==> src/qrs_pkg.sv <==
// Package for the quadratic root solver: widths, latencies, kind codes and
// the request, job and result structs. No dependencies.
package qrs_pkg;

  localparam int DATA_WIDTH = 32;
  localparam int FRAC_BITS  = 16;

  localparam int PROD_W   = 2 * DATA_WIDTH;
  localparam int DISC_W   = PROD_W + 3;
  localparam int MAG_W    = PROD_W + 1;
  localparam int SQRT_W   = (MAG_W + 2 * FRAC_BITS + 1) / 2;
  localparam int RAD_W    = 2 * SQRT_W;
  localparam int NUM_W    = SQRT_W + 3;
  localparam int DEN_W    = DATA_WIDTH + 1;
  localparam int SQRT_LAT = SQRT_W + 1;
  localparam int DIV_LAT  = DATA_WIDTH + 1;

  localparam int FIFO_DEPTH = 8;
  localparam int FIFO_AW    = $clog2(FIFO_DEPTH);
  localparam int FIFO_CW    = $clog2(FIFO_DEPTH + 1);
  localparam int FIFO_SLACK = 4;

  localparam logic [DATA_WIDTH-1:0] Q_HALF = {1'b1, {(DATA_WIDTH-1){1'b0}}};

  typedef enum logic [1:0] {
    KIND_TWO    = 2'd0,
    KIND_DOUBLE = 2'd1,
    KIND_NONE   = 2'd2,
    KIND_DEGEN  = 2'd3
  } kind_t;

  typedef logic signed [DATA_WIDTH-1:0] coef_t;

  typedef struct packed {
    coef_t coef_a;
    coef_t coef_b;
    coef_t coef_c;
  } in_item_t;

  typedef struct packed {
    coef_t root_low;
    coef_t root_high;
    kind_t root_kind;
    logic  saturated;
  } out_item_t;

  typedef struct packed {
    kind_t                    kind;
    logic [MAG_W-1:0]         disc_mag;
    logic signed [NUM_W-1:0]  neg_b;
    logic [DEN_W-1:0]         den;
    logic                     a_neg;
  } job_t;

  typedef struct packed {
    logic almost_full;
    logic empty;
  } fifo_stat_t;

endpackage

==> src/qrs_fifo.sv <==
// Small job queue between the front and back parts.
// Depends on qrs_pkg.
module qrs_fifo (
  input  logic                clk,
  input  logic                rst_n,
  input  logic                push,
  input  qrs_pkg::job_t       din,
  input  logic                pop,
  output qrs_pkg::job_t       dout,
  output qrs_pkg::fifo_stat_t stat
);
  import qrs_pkg::*;

  job_t               mem_r [FIFO_DEPTH];
  logic [FIFO_AW-1:0] wr_ptr_r, wr_ptr_nxt;
  logic [FIFO_AW-1:0] rd_ptr_r, rd_ptr_nxt;
  logic [FIFO_CW-1:0] cnt_r, cnt_nxt;

  always_comb begin
    wr_ptr_nxt = push ? wr_ptr_r + 1'b1 : wr_ptr_r;
    rd_ptr_nxt = pop ? rd_ptr_r + 1'b1 : rd_ptr_r;
    cnt_nxt    = cnt_r + FIFO_CW'(push) - FIFO_CW'(pop);
  end

  always_ff @(posedge clk) begin
    if (!rst_n) begin
      wr_ptr_r <= '0;
      rd_ptr_r <= '0;
      cnt_r    <= '0;
    end else begin
      wr_ptr_r <= wr_ptr_nxt;
      rd_ptr_r <= rd_ptr_nxt;
      cnt_r    <= cnt_nxt;
    end
  end

  always_ff @(posedge clk) begin
    if (push) begin
      mem_r[wr_ptr_r] <= din;
    end
  end

  assign dout             = mem_r[rd_ptr_r];
  assign stat.empty       = (cnt_r == '0);
  assign stat.almost_full = (cnt_r > FIFO_CW'(FIFO_DEPTH - FIFO_SLACK));

  a_no_overflow: assert property (@(posedge clk) disable iff (!rst_n)
    push && !pop |-> cnt_r < FIFO_CW'(FIFO_DEPTH))
    else $error("job queue overflow");

  a_no_underflow: assert property (@(posedge clk) disable iff (!rst_n)
    pop |-> cnt_r != '0)
    else $error("job queue underflow");

  a_cnt_bound: assert property (@(posedge clk) disable iff (!rst_n)
    cnt_r <= FIFO_CW'(FIFO_DEPTH))
    else $error("job queue count out of range");

endmodule

==> config.mk <==
export PLATFORM = sky130hd
export DESIGN_NAME = qrs_fifo
export DESIGN_NICKNAME = d
export VERILOG_FILES = /design/src/qrs_pkg.sv /design/src/qrs_fifo.sv
export SDC_FILE = /design/constraint.sdc
export NUM_CORES = 1
export LEC_CHECK = 0
export BUFFER_PORTS_ARGS = -buffer_cell sky130_fd_sc_hd__buf_2
export CORE_AREA = 2 2 261 367
export DETAILED_ROUTE_END_ITERATION = 10
export DIE_AREA = 0 0 263 369
export PLACE_DENSITY_LB_ADDON = 0.08
export RECOVER_POWER = 100
export SLEW_MARGIN = 10
export SYNTH_ARGS = -nofsm -noshare
export SYNTH_HDL_FRONTEND = slang
export SYNTH_SLANG_ARGS = --single-unit
==> constraint.sdc <==
create_clock -name clk -period 18 [get_ports clk]
set_input_delay 3.6 -clock clk [delete_from_list [all_inputs] [get_ports clk]]
set_output_delay 3.6 -clock clk [all_outputs]
set_load 0.05 [all_outputs]
# Word-level counts from Yosys, hierarchy flattened

Memory sizes are Yosys's and may differ from the RTL's. A register that Yosys moved wholly into a read port is not among the register bits.
Index checks and enable logic that the tools add are counted.

Reduce and logical (&&, ||, !) cells: 1
Magnitude comparators: 1
Multiplexer cells: 4
Add/subtract/negate cells: 4

Operators by type and width:

| kind                  | count |
|---|---|
| $add A3 B1 Y3 const B | 2 |
| $mux W3               | 2 |
| $add A4 B1 Y4         | 1 |
| $gt A4 B3 Y1 const B  | 1 |
| $logic_not A4 Y1      | 1 |
| $sub A4 B1 Y4         | 1 |
| $mux W1               | 2 |

Bits of input ports: 157
Bits in writable memories: 1224
Register bits after elaboration: 10
Memories: 1
Word-level logic and storage cells: 14

Memory list:

| name  | depth | width | read ports | clocked after memory_dff | wr ports | RTL line       | RTL |
|---|---|---|---|---|---|---|---|
| mem_r | 8     | 153   | 1          | 1                        | 1        | qrs_fifo.sv:14 | `job_t mem_r [FIFO_DEPTH];` |

# Logic depth before layout (Yosys ltp)

Word-level depth: 3
Depth in mapped cells: 8

# Worst setup path before layout

No wires, ideal clock.

Path kind: input-to-reg
Start: input port push
End: memory mem_r[0][0] (netlist name) (enable)
Path buffers: 0
Arrival time: 14.009 ns
Cell stages on the path: 2
Path slack: 3.138 ns
Cells stage by stage: nand2b_1 > nor3_1

Longest elaborated chain between the ends: 2

Ends and longest elaborated chain:

| what                          | RTL line       | RTL |
|---|---|---|
| start, declared               | qrs_fifo.sv:6  | `input logic push,` |
| $mux W1                       | qrs_fifo.sv:38 | `if (push) begin` |
| $mux W1 (implied by the code) | qrs_fifo.sv:39 | `mem_r[wr_ptr_r] <= din;` |
| end, declared                 | qrs_fifo.sv:14 |  |

No other way between the ends.

==> results by group <==
STA
  • Final hold vios: 0
  • Worst-Margin Slew: 7.95 ns
  • Clock Skew: 0.0135 ns
  • Maximum clock rate: 83.6 MHz
  • Tcrit/Tclk final: 0.664
  • Setup TNS: 0 ns
  • Hold WS: 0.587 ns
  • Crit path time final: 11.96 ns
  • RSZ-0062 raised after global routing: no
  • Final setup vio count: 0
  • Pins Over Slew Limit: 959
  • Slew HR: -4.30

Pwr
  • Sw Share: 0.237
  • Combinational power share: 0.105
  • Seq pwr share: 0.524
  • Clk network pwr share: 0.370
  • Static Leak: 15.8 nW
  • Cell Pwr Density: 119 nW/um2
  • Net switching power figure: 1.48 mW
  • Internal: 4.77 mW
  • Design Power: 6.25 mW
  • Maximum vdd drop: 100 uV

Global routing
  • Vias in the first global route: 22.0k
  • Largest net degree at the start of global routing: 151
  • First-pass GRT wire length: 143000 um
  • GR Overflow Total: 0
  • Gr usage total: 0.200
  • Initial antenna violation count: 21

Setup path
  • Setup crit end kind: output pin
  • Reg2Reg Depth: 4
  • Crit Path Max Fanout: 106
  • CP Data Required Time: 14.40 ns
  • Crit path DAT: 8.36 ns
  • Crit Path Class: register to output pin
  • CP Launch Type: register

Synthesis
  • Synthesized instance count: 1838
  • Distinct cells, synth: 24
  • Yosys reg bits: 1237
  • Synth warn: 0
  • Mapped cell area: 46600 um2
  • Avg Inst Size Synth: 25.3 um2
  • Sequential area share after synthesis: 0.795
  • Post-synth net total: 2004

Detailed routing
  • TritonRoute pass-1 iters: 5
  • Post-route ant nets: 0
  • Via count: 20.2k
  • Drt drc: 0
  • Vias per Instance: 5.73
  • WL/cell: 27.2 um
  • Initial drt markers: 1562
  • Final WL: 96000 um

Clock network
  • TritonCTS Sinks: 1237
  • Number of buffers created by CTS: 114
  • H-tree levels: 3
  • Clk_lat worst skew: 0.69 ns
  • Root Buffer: clkbuf_16
  • Setup bufs post-CTS: 0
  • Clk buf depth: 3
  • Resize count post-CTS: 0
  • Post-CTS Hold Buffers: 0
  • Clk slew on worst S/H paths: 0.06 ns
  • TritonCTS clock tree: done

Layout
  • Nets@finish: 2373
  • Growth of design area from synthesis to finish: 12.9%
  • Fill count: 7069
  • Layout cells sized above 1: 0.278

Hold path
  • Hold path cells: 2
  • HP Class: register to register

Placed design
  • Dpl hpwl: 50000 um
  • I/O Buffers: 311
  • RePlAce Congestion: 0.712

Floorplan
  • Effective utilization at floorplan: 0.498
  • Core area: 93500 um2
  • Cell row count: 133
  • Vert. Die Dim: 369 um
  • Die ar.: 97000 um2
  • Die width: 263 um
  • I/O pin cnt: 312

Flow run
  • Max_cap viols: 19

Outcome
  • Run status: finished with violations
  • Failing checks: capacitance limit, slew limit
registers in the layout (all words and copies together), names as in the netlist, named ones only:
name / flops
rd_ptr_r: 3
wr_ptr_r: 3
cnt_r: 4
mem_r: 1224
cells by family (layout without fill, tap and decap cells):
logic type,count (synthesis),after routing,synth area share
muxes,462,462,0.186
AOI/OAI and AO/OA,4,4,0.000484
buffers and inverters,93,559,0.0124
other,0,7,0
xor gates and xnor gates,5,5,0.000941
DFF,1237,1237,0.795
adders and majority gates,9,9,0.00258
and+or+nand+nor,28,28,0.00312
path summary, 6_finish.rpt:
kind	slack, ns	to	from
worst max register to register	9.30	mem_r[3][104]	wr_ptr_r[2]
worst min-delay path	0.59	register	rd_ptr_r[2]
worst min register to register	0.59	register	rd_ptr_r[2]
worst max-delay path	6.04	dout[152]	register
worst max-delay path: stages (launching register included):
cell and delay (ns):
dfxtp_1 2.28, buf_12 0.66, clkbuf_1 3.11, mux4_2 0.80
mux2_2 0.31, clkbuf_1 0.32
cell usage after synthesis (all sizes together):
cell type / number / area, um2
nor2b: 3 / 18.8
edfxtp: 1224 / 36800
nand2: 5 / 18.8
mux2i: 3 / 30.0
mux4: 306 / 6890
a21o: 1 / 7.51
buf: 65 / 472
clkbuf: 21 / 78.8
and2: 7 / 43.8
inv: 7 / 26.3
xnor2: 3 / 26.3
o21ai: 2 / 10.0
nor3: 2 / 10.0
dfxtp: 13 / 260
nand2b: 4 / 25.0
fa: 1 / 20.0
a21oi: 1 / 5.00
mux2: 153 / 1720
xor2: 2 / 17.5
nor2: 6 / 22.5
and3: 1 / 6.26
ha: 8 / 100
metal layers:
metal | global-route usage | routed length, um | vias up
li1 | - | - | 8655
met1 | 0.263 | 39500 | 10900
met2 | 0.335 | 48400 | 526
met3 | 0.0483 | 6030 | 143
met4 | 0.0604 | 1980 | 26
met5 | 0 | 173 | -
metrics by stage:
stage	instances	area, um2	utilization	setup slack [ns]
after floorplan	1838	46600	-	3.14
after global placement	3306	49500	0.529	10.38
after detailed placement	3306	49500	0.529	10.34
after CTS	3519	53100	0.567	9.57
after global routing	3525	52600	0.562	4.71
final	3526	52600	0.562	6.04
area by class of cell:
type                            instances  area (um2)  share of cell area
Multi-Input combinational cell        508        8990               0.171
Timing Repair Buffer                  339        1400              0.0267
Tap cell                             1215        1520              0.0289
Clock buffer                          140        3040              0.0578
Sequential cell                      1237       37000               0.704
Inverter                                7        26.3            0.000500
Clock inverter                         73         544              0.0104
Antenna cell                            7        17.5            0.000333
power by group through the flow:
stage | logic (mW) | registers [mW] | clock network (mW)
after floorplan | 0.502 | 3.34 | 0
after global placement | 0.679 | 3.33 | 0
after detailed placement | 0.686 | 3.33 | 0
after CTS | 0.688 | 3.27 | 2.38
after global routing | 0.701 | 3.28 | 2.48
final | 0.658 | 3.28 | 2.31
cells in the final DEF (no fill, tap or decap), types with 2 or more instances in the layout:
cell type,synthesis,layout
clkbuf_1,21,342
mux4_2,306,306
nor2_4,0,2
nor3_1,2,2
bufinv_16,0,8
nand2_1,5,5
dfxtp_4,0,2
buf_4,0,6
clkinv_2,0,29
clkinv_1,0,32
diode_2,0,7
nor2b_1,3,3
nor2_1,6,4
nand2b_1,4,4
o21ai_0,2,2
buf_2,20,7
clkbuf_16,0,118
xnor2_1,3,3
ha_1,8,8
mux2i_1,3,3
edfxtp_1,1224,1224
mux2_2,153,153
buf_12,0,6
and2_1,7,2
xor2_1,2,2
clkinvlp_4,0,3
dfxtp_1,13,11
inv_1,7,7
and2_0,0,5
(Power assumes the default switching activity.)
